### config.mk
export PLATFORM = sky130hd
export DESIGN_NAME = pit_decide
export DESIGN_NICKNAME = d
export VERILOG_FILES = /design/src/design/pit_pkg.sv /design/src/design/pit_decide.sv
export SDC_FILE = /design/constraint.sdc
export NUM_CORES = 1
export LEC_CHECK = 0
export BUFFER_PORTS_ARGS = -buffer_cell sky130_fd_sc_hd__buf_2
export CAP_MARGIN = 30
export CORE_AREA = 2 2 156 158
export DETAILED_ROUTE_END_ITERATION = 16
export DIE_AREA = 0 0 158 160
export GPL_TIMING_DRIVEN = 0
export SLEW_MARGIN = 20
export SYNTH_ARGS = -nofsm -noshare
export SYNTH_HDL_FRONTEND = slang
export SYNTH_SLANG_ARGS = --single-unit
### constraint.sdc
create_clock -name vclk -period 7.58
set_input_delay 1.516 -clock vclk [all_inputs]
set_output_delay 1.516 -clock vclk [all_outputs]
set_load 0.05 [all_outputs]
### src/design/pit_pkg.sv
// Shared types and constants for the pending interest table.
package pit_pkg;

   localparam int unsigned NUM_FACES = 32;
   localparam int unsigned CSR_IDX_W = 2;

   localparam logic [CSR_IDX_W-1:0] CSR_RTT_TICKS          = 2'd0;
   localparam logic [CSR_IDX_W-1:0] CSR_AGGREGATION_ENABLE = 2'd1;
   localparam logic [CSR_IDX_W-1:0] CSR_HOPS_TRANSPARENT   = 2'd2;

   localparam logic [30:0] RTT_TICKS_RESET = 31'd1000;

   typedef enum logic [2:0] {
      ACT_DROP        = 3'd0,
      ACT_CACHE       = 3'd1,
      ACT_REPO        = 3'd2,
      ACT_FORWARD     = 3'd3,
      ACT_AGGREGATE   = 3'd4,
      ACT_FANOUT      = 3'd5,
      ACT_UNSOLICITED = 3'd6
   } action_type;

   typedef struct packed {
      logic [30:0] rtt_ticks;
      logic        aggregation_enable;
      logic        hops_transparent;
   } cfg_type;

   typedef struct packed {
      logic        mode;
      logic [63:0] chunk_key;
      logic [4:0]  arrival_face;
      logic [31:0] now_time;
      logic [7:0]  hops_in;
      logic [7:0]  ttl_limit;
      logic        cache_hit;
      logic        repo_hit;
      logic        not_found_flag;
      logic        aggregate_flag;
      logic        target_is_self;
   } req_type;

   typedef struct packed {
      action_type  action;
      logic [7:0]  hops_out;
      logic [31:0] face_mask;
      logic        table_full;
   } rsp_type;

   // lookup result of the table for the key in the work stage
   typedef struct packed {
      logic        hit;
      logic        free_found;
      logic [31:0] time_val;
      logic [31:0] faces;
   } tbl_lookup_type;

   // table write for the current transaction
   typedef struct packed {
      logic        clr_hit;
      logic        wr_hit;
      logic        wr_free;
      logic        set_time;
      logic [63:0] key;
      logic [31:0] time_val;
      logic [31:0] faces;
   } tbl_update_type;

endpackage

### src/design/pit_decide.sv
// Per-packet decision: hop update, action select and table write.
module pit_decide (
   input  logic                     work_valid,
   input  pit_pkg::req_type         req,
   input  pit_pkg::cfg_type         cfg,
   input  pit_pkg::tbl_lookup_type  lookup,
   output pit_pkg::tbl_update_type  update,
   output pit_pkg::rsp_type         rsp
);
   import pit_pkg::*;

   logic [7:0]  hops_nx;
   logic [31:0] age;
   logic        stale;
   logic        refresh;
   logic [31:0] face_bit;

   assign hops_nx = (!cfg.hops_transparent && req.hops_in != 8'hFF) ?
                    req.hops_in + 8'd1 : req.hops_in;

   assign age     = req.now_time - lookup.time_val;
   assign stale   = age > {cfg.rtt_ticks, 1'b0};
   assign refresh = !lookup.hit || req.not_found_flag || stale;

   assign face_bit = ({2'b00, req.arrival_face} < 7'(NUM_FACES)) ?
                     (32'd1 << req.arrival_face) : 32'd0;

   always_comb begin
      update          = '0;
      update.key      = req.chunk_key;
      update.time_val = req.now_time;
      rsp.action      = ACT_UNSOLICITED;
      rsp.hops_out    = hops_nx;
      rsp.face_mask   = '0;
      rsp.table_full  = 1'b0;
      priority if (req.mode) begin
         if (lookup.hit) begin
            rsp.action     = ACT_FANOUT;
            rsp.face_mask  = lookup.faces;
            update.clr_hit = work_valid;
         end
      end else if (hops_nx == req.ttl_limit) begin
         rsp.action = ACT_DROP;
      end else if (req.cache_hit) begin
         rsp.action = ACT_CACHE;
      end else if (req.repo_hit) begin
         rsp.action = ACT_REPO;
      end else begin
         if (lookup.hit) begin
            update.wr_hit   = work_valid;
            update.set_time = refresh;
            update.faces    = (refresh ? 32'd0 : lookup.faces) | face_bit;
         end else if (lookup.free_found) begin
            update.wr_free  = work_valid;
            update.set_time = 1'b1;
            update.faces    = face_bit;
         end else begin
            rsp.table_full = 1'b1;
         end
         if (refresh || !cfg.aggregation_enable || !req.aggregate_flag ||
             req.target_is_self) begin
            rsp.action = ACT_FORWARD;
         end else begin
            rsp.action = ACT_AGGREGATE;
         end
      end
   end

endmodule

==> impl_results.md <==
* Iter 0 DRT Violations at 227
* Post-placement cell count at about 1.3k
* Synthesis-to-finish area growth at 50.16%
* Portion of total power attributed to the clock network at 0%
* Critical Path Slowest Stage Cell: sky130_fd_sc_hd__or3b_2
* Total Wirelength at between 15 and 20 mm
* Fmax at 136.3 MHz
* Final-report max-slew violation count at 0
* Proportion of netlist area held by the largest area contributor at between 10% and 20%
* CP Launch Type: input pin
* Data arrival at the endpoint of the critical path at just under 6000 ps
* Final setup violating endpoints at 0
* Fraction of layout instances using a drive strength above 1 at a little under half
* Ports placed on the boundary at around 400
* Total negative slack at 0 ps
* List of cells traversed by the critical path: buf_2, ha_1, nand2_1, o21ai_1, or3b_2, a31oi_4, o21ai_4, a31oi_4, or4_1, nand4_1, ha_1, a21o_1, a21o_1, a21oi_1, o21ai_1, a21o_1, o21ai_4, buf_12, clkbuf_8, a32oi_1, nor2_1, buf_6
* Post-synthesis sequential area ratio at 0%
* Wire length of the first global-routing pass at 26.92 mm
* Post-route clock period utilization at 96.78%
* Number of global-route vias before repair at roughly 5.4k
* Cell types occupying the most area after synthesis: sky130_fd_sc_hd__ha_1 17%, sky130_fd_sc_hd__buf_4 16%, sky130_fd_sc_hd__inv_1 6.3%
* Cell Count, Final, Fillers Out at 1332
* Sequential share of power at 0%
* Area of the die at 25280 um2
* Number of antenna violations at the first check in global routing at 6
* Syn Nets at 954
* Remaining Overflow, GRT at 0
* Most frequent cells after synthesis: 99 x sky130_fd_sc_hd__buf_4, 77 x sky130_fd_sc_hd__inv_1, 67 x sky130_fd_sc_hd__nor2_1
* Library cell with the largest summed area after synthesis: sky130_fd_sc_hd__ha_1
* DP Wirelength at 16.23 mm
* Power density normalized to cell area at about 92 nW/um2
* MaxCap Viol Count at 0
* Clock buffer instance count of the final layout at 0
* Max_slew headroom at just under 60%
* CTS Hold Buffers Added at 0
* Outcome: complete, no violations
* Core region area at 23820 um2
* Final-report hold violation count at 0
* Dpl cell area at between 6000 and 7000 um2
* Post-Synthesis Mean Instance Area at approximately 6.8 um2
* Die Width at 158 um
* Critical path endpoint category: output pin
* Floorplan die height at approximately 160 um
* Vias post-DR at between 5k and 6k
* Worst Path Class, Setup: input pin to output pin
* Post-synth design cell area at 4567 um2
* Post-detailed-route via-to-cell ratio at 4.392
* Largest net degree at the start of global routing at 11
* Final non-filler cell area at a little under 7000 um2
* Share of power burned in combinational logic at 100.0%
* DRC at 0
* Post-layout total power at ~0.63 mW
* Startpoint of the worst setup timing path: req[31]
* Initial Util at approximately a fifth
* Maximum fanout count along the critical path at 7
* Final Util at 28.79%
* Sequential cell area at 0 um2
* Critical path's largest stage delay at ~520 ps
* Reported net switching power at between 0.3 and 0.4 mW
* Number of port buffers at between 300 and 400
* Tot GR Track Use at about an eighth
* Num sequential at 0
* Startpoint of the worst hold path: req[72]
* Placement row count at 57
* Gate count after technology mapping at about 670
* Most frequent cell after synthesis: sky130_fd_sc_hd__buf_4
* Actual slew at the worst max-slew pin at 630.0 ps
* Worst IR drop on VDD at ~0.000030 V
* Clock period minus final worst setup slack at approximately 7300 ps
* Routed length per placed instance at roughly 14 um
* Worst path required time at between 6000 and 7000 ps
* Number of different library cells in the post-synthesis netlist at 64
* Cell Int Power at approximately 0.25 mW
* Routability congestion estimate from global placement at around 0.84
* Final #Nets at about 1.3k
* Path type of the worst min-delay path: input pin to output pin
* Number of warning messages in the yosys log at 0
* Most numerous cell on the critical path: sky130_fd_sc_hd__a21o_1
* Switching Fraction at approximately 61%
* Static leakage at slightly below 4 nW
* Pre-antenna DRT Iters at 4
* Post-detailed-route count of antenna-violating nets at 0
## layout by cell type, fill, tap and decap left out, types with 13 or more instances in the layout
| cell type | instances |
|---|---|
| sky130_fd_sc_hd__nor2_1 | 66 |
| sky130_fd_sc_hd__a21o_1 | 24 |
| sky130_fd_sc_hd__nand4_1 | 17 |
| sky130_fd_sc_hd__buf_2 | 317 |
| sky130_fd_sc_hd__nand2_1 | 22 |
| sky130_fd_sc_hd__a21oi_1 | 38 |
| sky130_fd_sc_hd__and3_1 | 36 |
| sky130_fd_sc_hd__buf_4 | 114 |
| sky130_fd_sc_hd__clkbuf_1 | 13 |
| sky130_fd_sc_hd__xnor2_1 | 23 |
| sky130_fd_sc_hd__o21ai_0 | 20 |
| sky130_fd_sc_hd__a32oi_1 | 32 |
| sky130_fd_sc_hd__ha_1 | 61 |
| sky130_fd_sc_hd__inv_1 | 77 |
## cell families (layout without fill, tap and decap cells)
| family | count (synthesis) | count (layout) | synth area share [%] |
|---|---|---|---|
| AND/OR/NAND/NOR | 207 | 207 | 24.38 |
| buffers and inverters | 195 | 533 | 24.22 |
| AO/OA/AOI/OAI | 163 | 163 | 25.95 |
| adder cells (fa/ha/maj) | 64 | 64 | 17.70 |
| XOR/XNOR | 34 | 34 | 6.822 |
| multiplexers | 4 | 4 | 0.9315 |
| other | 0 | 3 | 0 |
## final timing paths
check	slack, ps	cells past startpoint	end
max	240	22	update[16]
min	3330	2	update[78]
## layer usage
metal | up-vias | share of wire (%) | routed length (um) | GRT usage, %
li1 | 2953 | - | - | -
met1 | 2637 | 44 | 8005 | 17.53
met2 | 244 | 48 | 8749 | 22.89
met3 | 10 | 7.6 | 1386 | 2.144
met4 | 6 | 0.24 | 44 | 0.2457
met5 | - | 0.21 | 38 | 0
## critical path: cells and delay by family
family | cells | cell delay, ps
compound gates | 11 | 1830
simple gates | 5 | 1110
fa+ha+maj | 2 | 750
buf+inv | 4 | 590
## final cells by class
cell class | count | area [um2]
tap | 324 | 405.4
multi-input combinational | 472 | 3538
antenna | 3 | 7.507
fill | 2677 | 16960
inverter | 77 | 289.0
buffer | 117 | 837.1
timing repair buffer | 339 | 1780
## power groups by stage
stage | sequential (mW) | clock, mW | combinational, mW
3_5_place_dp | 0 | 0 | 0.601
3_3_place_gp | 0 | 0 | 0.595
4_1_cts | 0 | 0 | 0.633
2_1_floorplan | 0 | 0 | 0.444
6_report | 0 | 0.0000000529 | 0.634
5_1_grt | 0 | 0 | 0.693
## repair_timing
| item | 4_1_cts | 5_1_grt |
|---|---|---|
| pin swaps | 4 | 7 |
| cloned | 1 | 0 |
| setup buffers | 3 | 1 |
| hold endpoints to repair | 0 | 0 |
| endpoints found under the setup margin | 36 | 36 |
| gates resized for setup | 31 | 18 |
## stage by stage
step                hold slack, ps  setup slack, ps
floorplan                     3199            188.5
global placement              3334            -1068
detailed placement            3334            -1112
CTS                           3334            4.653
global route                  3335         -0.09104
finish                        3333            244.4
Note: power is estimated with default switching activity, not from simulation.
