===== src/design/pit_pkg.sv =====
// Shared types and constants for the pending interest table.
package pit_pkg;

   localparam int unsigned NUM_FACES = 32;
   localparam int unsigned CSR_IDX_W = 2;

   localparam logic [CSR_IDX_W-1:0] CSR_RTT_TICKS          = 2'd0;
   localparam logic [CSR_IDX_W-1:0] CSR_AGGREGATION_ENABLE = 2'd1;
   localparam logic [CSR_IDX_W-1:0] CSR_HOPS_TRANSPARENT   = 2'd2;

   localparam logic [30:0] RTT_TICKS_RESET = 31'd1000;

   typedef enum logic [2:0] {
      ACT_DROP        = 3'd0,
      ACT_CACHE       = 3'd1,
      ACT_REPO        = 3'd2,
      ACT_FORWARD     = 3'd3,
      ACT_AGGREGATE   = 3'd4,
      ACT_FANOUT      = 3'd5,
      ACT_UNSOLICITED = 3'd6
   } action_type;

   typedef struct packed {
      logic [30:0] rtt_ticks;
      logic        aggregation_enable;
      logic        hops_transparent;
   } cfg_type;

   typedef struct packed {
      logic        mode;
      logic [63:0] chunk_key;
      logic [4:0]  arrival_face;
      logic [31:0] now_time;
      logic [7:0]  hops_in;
      logic [7:0]  ttl_limit;
      logic        cache_hit;
      logic        repo_hit;
      logic        not_found_flag;
      logic        aggregate_flag;
      logic        target_is_self;
   } req_type;

   typedef struct packed {
      action_type  action;
      logic [7:0]  hops_out;
      logic [31:0] face_mask;
      logic        table_full;
   } rsp_type;

   // lookup result of the table for the key in the work stage
   typedef struct packed {
      logic        hit;
      logic        free_found;
      logic [31:0] time_val;
      logic [31:0] faces;
   } tbl_lookup_type;

   // table write for the current transaction
   typedef struct packed {
      logic        clr_hit;
      logic        wr_hit;
      logic        wr_free;
      logic        set_time;
      logic [63:0] key;
      logic [31:0] time_val;
      logic [31:0] faces;
   } tbl_update_type;

endpackage


===== src/design/pit_csr.sv =====
// Configuration registers of the pending interest table.
module pit_csr (
   input  logic                           clock,
   input  logic                           reset,
   input  logic                           csr_valid,
   output logic                           csr_ready,
   input  logic [pit_pkg::CSR_IDX_W-1:0]  csr_index,
   input  logic [31:0]                    csr_wdata,
   output pit_pkg::cfg_type               cfg
);
   import pit_pkg::*;

   cfg_type cfg_ff;
   cfg_type cfg_in;

   assign csr_ready = 1'b1;

   always_comb begin
      cfg_in = cfg_ff;
      if (csr_valid) begin
         unique case (csr_index)
            CSR_RTT_TICKS:          cfg_in.rtt_ticks = csr_wdata[30:0];
            CSR_AGGREGATION_ENABLE: cfg_in.aggregation_enable = csr_wdata[0];
            CSR_HOPS_TRANSPARENT:   cfg_in.hops_transparent = csr_wdata[0];
            default:                cfg_in = cfg_ff;
         endcase
      end
   end

   always_ff @(posedge clock) begin
      if (reset) begin
         cfg_ff.rtt_ticks          <= RTT_TICKS_RESET;
         cfg_ff.aggregation_enable <= 1'b1;
         cfg_ff.hops_transparent   <= 1'b0;
      end else begin
         cfg_ff <= cfg_in;
      end
   end

   assign cfg = cfg_ff;

endmodule


===== config.mk =====
export PLATFORM = sky130hd
export DESIGN_NAME = pit_csr
export DESIGN_NICKNAME = d
export VERILOG_FILES = /design/src/design/pit_pkg.sv /design/src/design/pit_csr.sv
export SDC_FILE = /design/constraint.sdc
export NUM_CORES = 1
export LEC_CHECK = 0
export ABC_AREA = 1
export BUFFER_PORTS_ARGS = -buffer_cell sky130_fd_sc_hd__buf_2
export CAP_MARGIN = 0
export CORE_ASPECT_RATIO = 1.25
export CORE_MARGIN = 5
export CORE_UTILIZATION = 35
export DETAILED_ROUTE_END_ITERATION = 16
export SYNTH_ARGS = -nofsm -noshare
export SYNTH_HDL_FRONTEND = slang
export SYNTH_SLANG_ARGS = --single-unit
export TNS_END_PERCENT = 1

===== constraint.sdc =====
create_clock -name clock -period 0.8 [get_ports clock]
set_input_delay 0 -clock clock [delete_from_list [all_inputs] [get_ports clock]]
set_output_delay 0 -clock clock [all_outputs]
set_load 0.01 [all_outputs]

==> flow_results.org, run 1 <==
** Clock network
- Inserted Clock Buffers :: 5
- TritonCTS clock tree :: built
- Setup repair bufs after CTS :: 0
- The clock passes through at most 2 buffers.
- Clock network latency to the later pin of the worst-skew pair :: 0.28 ns
- Clk pin slew, worst setup/hold paths :: 0.06 ns
- Clock tree synthesis selected as its root buffer the cell sky130_fd_sc_hd__clkbuf_8.
- The clock tree synthesis step divided the H-tree into 2 levels.
- The tree built by TritonCTS fans out to 33 sinks.

** Global routing
- Number of antenna violations at the first check in global routing :: 0
- For this run the aggregate overflow at the end of global routing stands at 0.
- Global-route wire length before repair :: 5710 um
- Maximum number of pins on one net before global-route repair :: 34
- Via count of the first global-routing pass :: 1381
- In the global route stage, overall resource usage came out at 0.135.

** Finish
- The register with the most flip-flops in the layout has 33 of them.
- Compared with the post-synthesis result, the final layout area differs by 41.5%.
- The top cell types in the final layout, fill and taps aside, are 68 x sky130_fd_sc_hd__buf_2, 40 x sky130_fd_sc_hd__nand3_1, 35 x sky130_fd_sc_hd__nand2_1.
- Final instance area :: 2050 um2
- Total inserted antenna cells :: 0
- Leaving out fill and tap cells, the most frequent cell in the layout is sky130_fd_sc_hd__buf_2.
- At the end of the flow, the number of nets in the layout was 320.
- In the final layout, the share of cells above drive strength 1 is 0.317.

** Synthesis
- Of the post-synthesis cell area, the dominant cell type holds 0.455.
- Cell type with the largest total area after synthesis :: sky130_fd_sc_hd__dfxtp_1
- Number of synthesized register bits :: 33
- Number of warnings reported in the yosys synthesis log :: 0
- Synth area leaders :: sky130_fd_sc_hd__dfxtp_1 46%, sky130_fd_sc_hd__nand3_1 14%, sky130_fd_sc_hd__nand2_1 9.1%, sky130_fd_sc_hd__a21oi_1 8.6%, sky130_fd_sc_hd__inv_1 7.5%
- Counting every net in the synthesized netlist gives 246.
- Count of cell types in the netlist :: 14
- Share of the yosys chip area belonging to registers :: 0.455
- Synthesis handed over a netlist of 209 instances.
- Avg Cell Area, Syn :: 6.94 um2
- Summing every instance area after synthesis gives 1450 um2.

** STA
- Final count of pins violating max slew :: 0
- Setup repair after global routing left no endpoint under its margin.
- Worst Clk Skew :: 0 ns
- Setup violations remaining at the end of the flow were counted as 0.
- Peak clock frequency supported by timing :: 1.32 GHz
- Dividing the final minimum period by the clock period gives 0.950.
- The hold violation total from the final report came to 0.
- Subtracting the final worst setup slack from the clock period gives 0.760 ns.
- In the post-route analysis, the smallest setup slack over all paths is 0.0403 ns.

** Placement
- HPWL after detailed placement :: 2520 um
- Port Buffers :: 68
- Timing analysis after detailed placement gives a worst setup slack of -0.0296 ns.
- Placed cell area :: 1880 um2
- Final weighted congestion of routability-driven global placement :: 0.726

** Power
- For this design the static power due to leakage is 1.11 nW.
- Maximum vdd drop :: 0.000807 V
- P per Cell Area :: 1820 nW/um2

** Worst setup path
- The signal on the critical path passes through buf_2.
- Startpoint types :: flip-flop
- Data on the critical path arrives at its endpoint at 0.76 ns.
- Biggest fanout along the worst timing path :: 2
- Required time of the critical path :: 0.80 ns
- Largest stage delay on the critical path :: 0.35 ns
- Slowest cell on the critical path :: sky130_fd_sc_hd__dfxtp_1
- On the critical path the largest part of the delay comes from flip-flops.
- Buffers & Inverters on Critical Path :: 1
- Type of the worst setup path :: flip-flop to primary output
- The worst setup path is captured at a primary output.

** Outcome
- The run finished with clean final reports.

** Worst hold path
- The tightest min-delay check is of the input port to flip-flop type.

** Route
- DRT antenna net count :: 0
- Dividing the detail-routed wire length by the instance count gives 10.4 um.
- Number of design-rule violations left by the first detailed-router iteration :: 79
- The routed layout has 1508 vias.
- The routed design has 3530 um of wire.
- Using the TritonRoute via totals, the vias-per-cell ratio works out to 4.44.
- The first detailed-routing pass ran for 4 iterations.
- Residual DRC count :: 0

** Die
- The initial utilization of the core area, before any placement, comes to 0.357.
- The floorplan has 26 rows.
- 71 I/O pins were placed.
- DIE AREA :: 5540 um2
- Vertical extent of the die :: 82.0 um
- Placeable Area :: 4070 um2
- Horizontal die dimension :: 67.6 um

** Job
- Max-cap violations in this run came to 0.
## cells in the mapped netlist
| library cell | n |
|---|---|
| sky130_fd_sc_hd__nand3_1 | 40 |
| sky130_fd_sc_hd__nand2_1 | 35 |
| sky130_fd_sc_hd__dfxtp_1 | 33 |
| sky130_fd_sc_hd__inv_1 | 29 |
| sky130_fd_sc_hd__nor2_1 | 27 |
| sky130_fd_sc_hd__a21oi_1 | 25 |
| sky130_fd_sc_hd__buf_2 | 7 |
| sky130_fd_sc_hd__buf_6 | 4 |
| sky130_fd_sc_hd__clkbuf_1 | 4 |
| sky130_fd_sc_hd__buf_4 | 1 |
| sky130_fd_sc_hd__clkbuf_2 | 1 |
| sky130_fd_sc_hd__conb_1 | 1 |
| sky130_fd_sc_hd__nand4_1 | 1 |
| sky130_fd_sc_hd__nor2_2 | 1 |
## per-layer routing
metal | track usage | routed length (um)
met1 | 0.143 | 1480
met2 | 0.225 | 1650
met3 | 0.0561 | 334
met4 | 0.0690 | 56
met5 | 0 | 0
## final timing paths
| path | slack (ns) | from | endpoint | depth (start not counted) |
|---|---|---|---|---|
| min | 0.03 | csr_wdata[16] | cfg[18] | 5 |
| max reg2reg | 0.20 | cfg[24] | cfg[24] | 2 |
| max | 0.04 | cfg[32] | cfg[32] | 1 |
| min reg2reg | 0.45 | cfg[11] | cfg[11] | 2 |
## metrics by stage
step	setup TNS (ns)	total power [W]	hold slack (ns)	util	instances
floorplan	0	0.00215	0.135	-	209
global placement	-0.0169	0.00239	0.243	0.462	325
detailed placement	-0.164	0.00240	0.246	0.462	325
CTS	0	0.00381	0.0202	0.504	340
global route	0	0.00396	0.0443	0.505	340
finish	0	0.00373	0.0292	0.505	340
## cell type report
class	count	area, um2
Clock buffer	7	96.3
Inverter	29	109
Multi-Input combinational cell	130	579
Timing Repair Buffer	84	528
Fill cell	433	2010
Clock inverter	1	5.00
Sequential cell	33	666
Tap cell	56	70.1
## repair_timing
item | 4_1_cts | 5_1_grt
endpoints found under the setup margin | 0 | 4
hold endpoints to repair | 7 | 0
gates resized for setup | 0 | 4
hold buffers | 7 | 0
## cells by family after synthesis
| family | share of synthesized area |
|---|---|
| compound gates | 0.0862 |
| buf+inv | 0.149 |
| other cells | 0.00258 |
| simple gates | 0.307 |
| flops | 0.455 |
## where the power goes
group | total, W | leakage, nW | internal, W | switching (W)
logic | 0.000610 | 0.786 | 0.000289 | 0.000321
clock network | 0.00135 | 0.0542 | 0.000777 | 0.000575
registers | 0.00177 | 0.272 | 0.00173 | 0.0000401
No activity file was read; power rests on OpenSTA's default activity.
==> run 2, diff against run 1 <==
==> constraint.sdc (replaced) <==
create_clock -name clock -period 0.94 [get_ports clock]
set_input_delay 0 -clock clock [delete_from_list [all_inputs] [get_ports clock]]
set_output_delay 0 -clock clock [all_outputs]
set_load 0.01 [all_outputs]
==> run 2 against run 1 <==
  * Sequential power shrank 15%
  * Sequential share of layout area grew 0.46 points
  * Clock power shrank 26%
  * Hold slack gained 0.0045 ns
  * Global-route usage grew 0.58 points
  * Critical path type unchanged
  * Largest power group unchanged
  * Highest routed layer unchanged
==> flow_results.org, run 2 (synthesized netlist as in run 1, its figures left out) <==
** Die
- Row count :: 26 (unchanged)
- Vertical extent of the die :: 82.0 um (unchanged)
- The initial core utilization came to 0.357 (unchanged).
- Placeable Area :: 4070 um2 (unchanged)
- DIE AREA :: 5540 um2 (unchanged)
- The I/O pin total came to 71 (unchanged).
- Horizontal die dimension :: 67.6 um (unchanged)

** Finish
- The fraction of layout instances using a drive strength above 1 is 0.297 (-0.0201).
- The library cells used most frequently in the layout, excluding fill and tap cells, are 68 x sky130_fd_sc_hd__buf_2, 40 x sky130_fd_sc_hd__nand3_1, 35 x sky130_fd_sc_hd__nand2_1.
- The number of nets in the layout came to 319 (-0.31%).
- The filler cell count was 427 (-1.4%).
- Utilization after layout :: 0.494 (-0.0108)
- Most common cell after layout, fill and taps aside :: sky130_fd_sc_hd__buf_2
- Max FFs per register :: 33 (unchanged)
- Total inserted antenna cells :: 0 (unchanged)
- Relative to the synthesized area, the layout overhead comes to 38.4%.

** Worst setup path
- Biggest fanout along the worst timing path :: 2 (unchanged)
- Type of destination of the critical path :: primary output
- Chain of cells forming the critical path :: buf_2
- Tracing the worst setup path back leads to its startpoint at cfg[24].
- In this run the critical register-to-register path is launched from cfg[23].
- The maximum cell stage delay along the critical path was 0.34 ns (about the same).
- Worst path top cell family by delay :: flip-flops
- The worst setup path is of the flip-flop to primary output kind.
- STA classifies the critical path startpoint as a flip-flop.
- The required time at the endpoint of the critical path came to 0.94 ns (+0.14 ns).
- The signal arrival time at the worst endpoint came to 0.75 ns (about the same).
- Critical register-to-register path endpoint :: cfg[23]
- Register-to-register path setup slack :: 0.35 ns (+0.15 ns)
- The count of buffering cells on the critical path with inverters included was 1 (unchanged).
- Register-to-Register Path Depth :: 2 (unchanged)
- On the critical path, the stage with the largest delay is an instance of sky130_fd_sc_hd__dfxtp_1.

** Route
- Number of design-rule violations left by the first detailed-router iteration :: 89 (+13%)
- The final routed wire length divided by cell count came to 10.4 um (about the same).
- DRT antenna net count :: 0 (unchanged)
- Via total after detailed routing :: 1490 (-1.2%)
- The number of vias per cell came to 4.40 (-0.90%).
- Residual DRC count :: 0 (unchanged)
- Routed wire length :: 3520 um (-0.34%)
- DR pass1 iterations :: 4 (unchanged)

** Clock network
- The number of buffers between clock root and the deepest sink was 2 (unchanged).
- TritonCTS built the clock tree.
- The clock latency reported for the late side of the worst-skew pair was 0.27 ns (about the same).
- Clk pin slew, worst setup/hold paths :: 0.07 ns (about the same)
- Setup repair bufs after CTS :: 0 (unchanged)
- Inserted Clock Buffers :: 5 (unchanged)
- The maximum level of the CTS H-tree was 2 (unchanged).
- CTS Root Buffer Type :: sky130_fd_sc_hd__clkbuf_8
- The total number of clock tree sinks came to 33 (unchanged).

** Power
- The fraction of power spent switching nets was 0.263 (+0.0119).
- Share of total power in combinational logic :: 0.169 (+0.006)
- Proportion of power drawn by flip-flops and latches :: 0.499 (+0.024)
- Share of total power in the clock network :: 0.332 (-0.030)
- The total power density per cell area was 1500 nW/um2 (-18%).
- The switching power summed over all nets is 0.000791 W (-15%).
- Cell internal power dissipation :: 0.00222 W (-21%)
- The largest voltage drop on the vdd net came to 0.000637 V (-21%).
- P_leak :: 1.09 nW (-1.7%)

** Worst hold path
- The worst hold path belongs to the class input port to flip-flop.
- Terminating pin of the worst hold path :: cfg[18]
- In this run the most critical hold path is launched from csr_wdata[16].
- Cells on Worst Hold Path :: 5 (unchanged)

** STA
- Final count of pins violating max slew :: 0 (unchanged)
- The worst clock skew on the final layout came to 0 ns (unchanged).
- Hold Vio Cnt, Final :: 0 (unchanged)
- Total negative slack for setup checks :: 0 ns (unchanged)
- Crit path time final :: 0.748 ns
- Peak clock frequency supported by timing :: 1.34 GHz
- Final period utilization :: 0.796
- Setup repair after global routing missed its margin :: no
- Finish-stage setup viols :: 0 (unchanged)

** Placement
- The final weighted congestion in routability-driven placement came to 0.704 (-3.0%).
- HPWL after detailed placement :: 2510 um (-0.72%)
- Port Buffers :: 68 (unchanged)

** Global routing
- Maximum number of pins on one net before global-route repair :: 41 (+21%)
- Remaining global-route overflow :: 0 (unchanged)
- The number of antenna violations at the first check in global routing was 0 (unchanged).
- The wire length of the first global-routing pass was 6000 um (+5.1%).
- Total routing usage reported by global routing :: 0.141 (+0.00580)
- The via count of the first global-routing pass is 1418 (+2.7%).

** Outcome
- The run finished with clean final reports.

** Job
- MaxCap Viol Count :: 0 (unchanged)
==> run 2: cell types whose count changed in the layout (fill, tap and decap cells not counted) <==
cell	change
sky130_fd_sc_hd__clkinv_2	+1
sky130_fd_sc_hd__dfxtp_2	-4
sky130_fd_sc_hd__dfxtp_1	+4
sky130_fd_sc_hd__buf_12	-1
sky130_fd_sc_hd__clkbuf_1	+1
sky130_fd_sc_hd__clkbuf_8	-2
==> run 2: final cells by class <==
cell class / instances / area, um2 / area share
clock buffer: 6 / 72.6 / 0.0361
clock inverter: 2 / 10.0 / 0.00498
inverter: 29 / 109 / 0.0542
multi-input combinational: 130 / 579 / 0.288
sequential: 33 / 661 / 0.329
tap: 56 / 70.1 / 0.0349
timing repair buffer: 83 / 508 / 0.253
==> run 2: power by group through the flow <==
| stage | Sequential [W] | Clock (W) | Combinational [W] |
|---|---|---|---|
| 3_3_place_gp | 0.00153 | 0 | 0.000492 |
| 5_1_grt | 0.00151 | 0.00111 | 0.000584 |
| 3_5_place_dp | 0.00154 | 0 | 0.000497 |
| 4_1_cts | 0.00150 | 0.00106 | 0.000519 |
| 6_report | 0.00150 | 0.000999 | 0.000509 |
| 2_1_floorplan | 0.00157 | 0 | 0.000254 |
==> run 2: worst min-delay path: stages <==
cell	delay, ns
sky130_fd_sc_hd__buf_2	0.07
sky130_fd_sc_hd__inv_1	0.03
sky130_fd_sc_hd__nand3_1	0.06
sky130_fd_sc_hd__nand2_1	0.04
sky130_fd_sc_hd__nor2_1	0.06
==> run 2: worst max-delay path by stage <==
stage	depth (start not counted)	slack, ns	endpoint
3_5_place_dp	5	0.11	cfg[25]
3_3_place_gp	5	0.11	cfg[31]
2_1_floorplan	5	0.27	cfg[10]
5_1_grt	1	0.14	cfg[30]
6_report	1	0.19	cfg[24]
4_1_cts	1	0.17	cfg[13]
==> run 2: routing by layer <==
metal | GRT usage | up-vias | part of all wire
met5 | 0 | - | 0
met4 | 0.0669 | 0 | 0.016
met3 | 0.0356 | 5 | 0.070
met2 | 0.252 | 45 | 0.49
met1 | 0.151 | 645 | 0.42
li1 | - | 795 | -
==> run 2: timing repair <==
item	4_1_cts	5_1_grt
hold endpoints to repair	7	0
resized for setup	0	0
setup endpoints to repair	0	0
hold buffers	7	0
==> run 2: metrics by stage <==
step	setup WS (ns)	hold WS [ns]	power (W)	area, um2	instances
final	0.192	0.0336	0.00301	2010	339
after floorplan	0.268	0.135	0.00183	1450	209
after global placement	0.106	0.243	0.00203	1860	324
after detailed placement	0.106	0.247	0.00203	1860	324
after global routing	0.145	0.0555	0.00320	2010	339
after CTS	0.166	0.0214	0.00308	2010	339
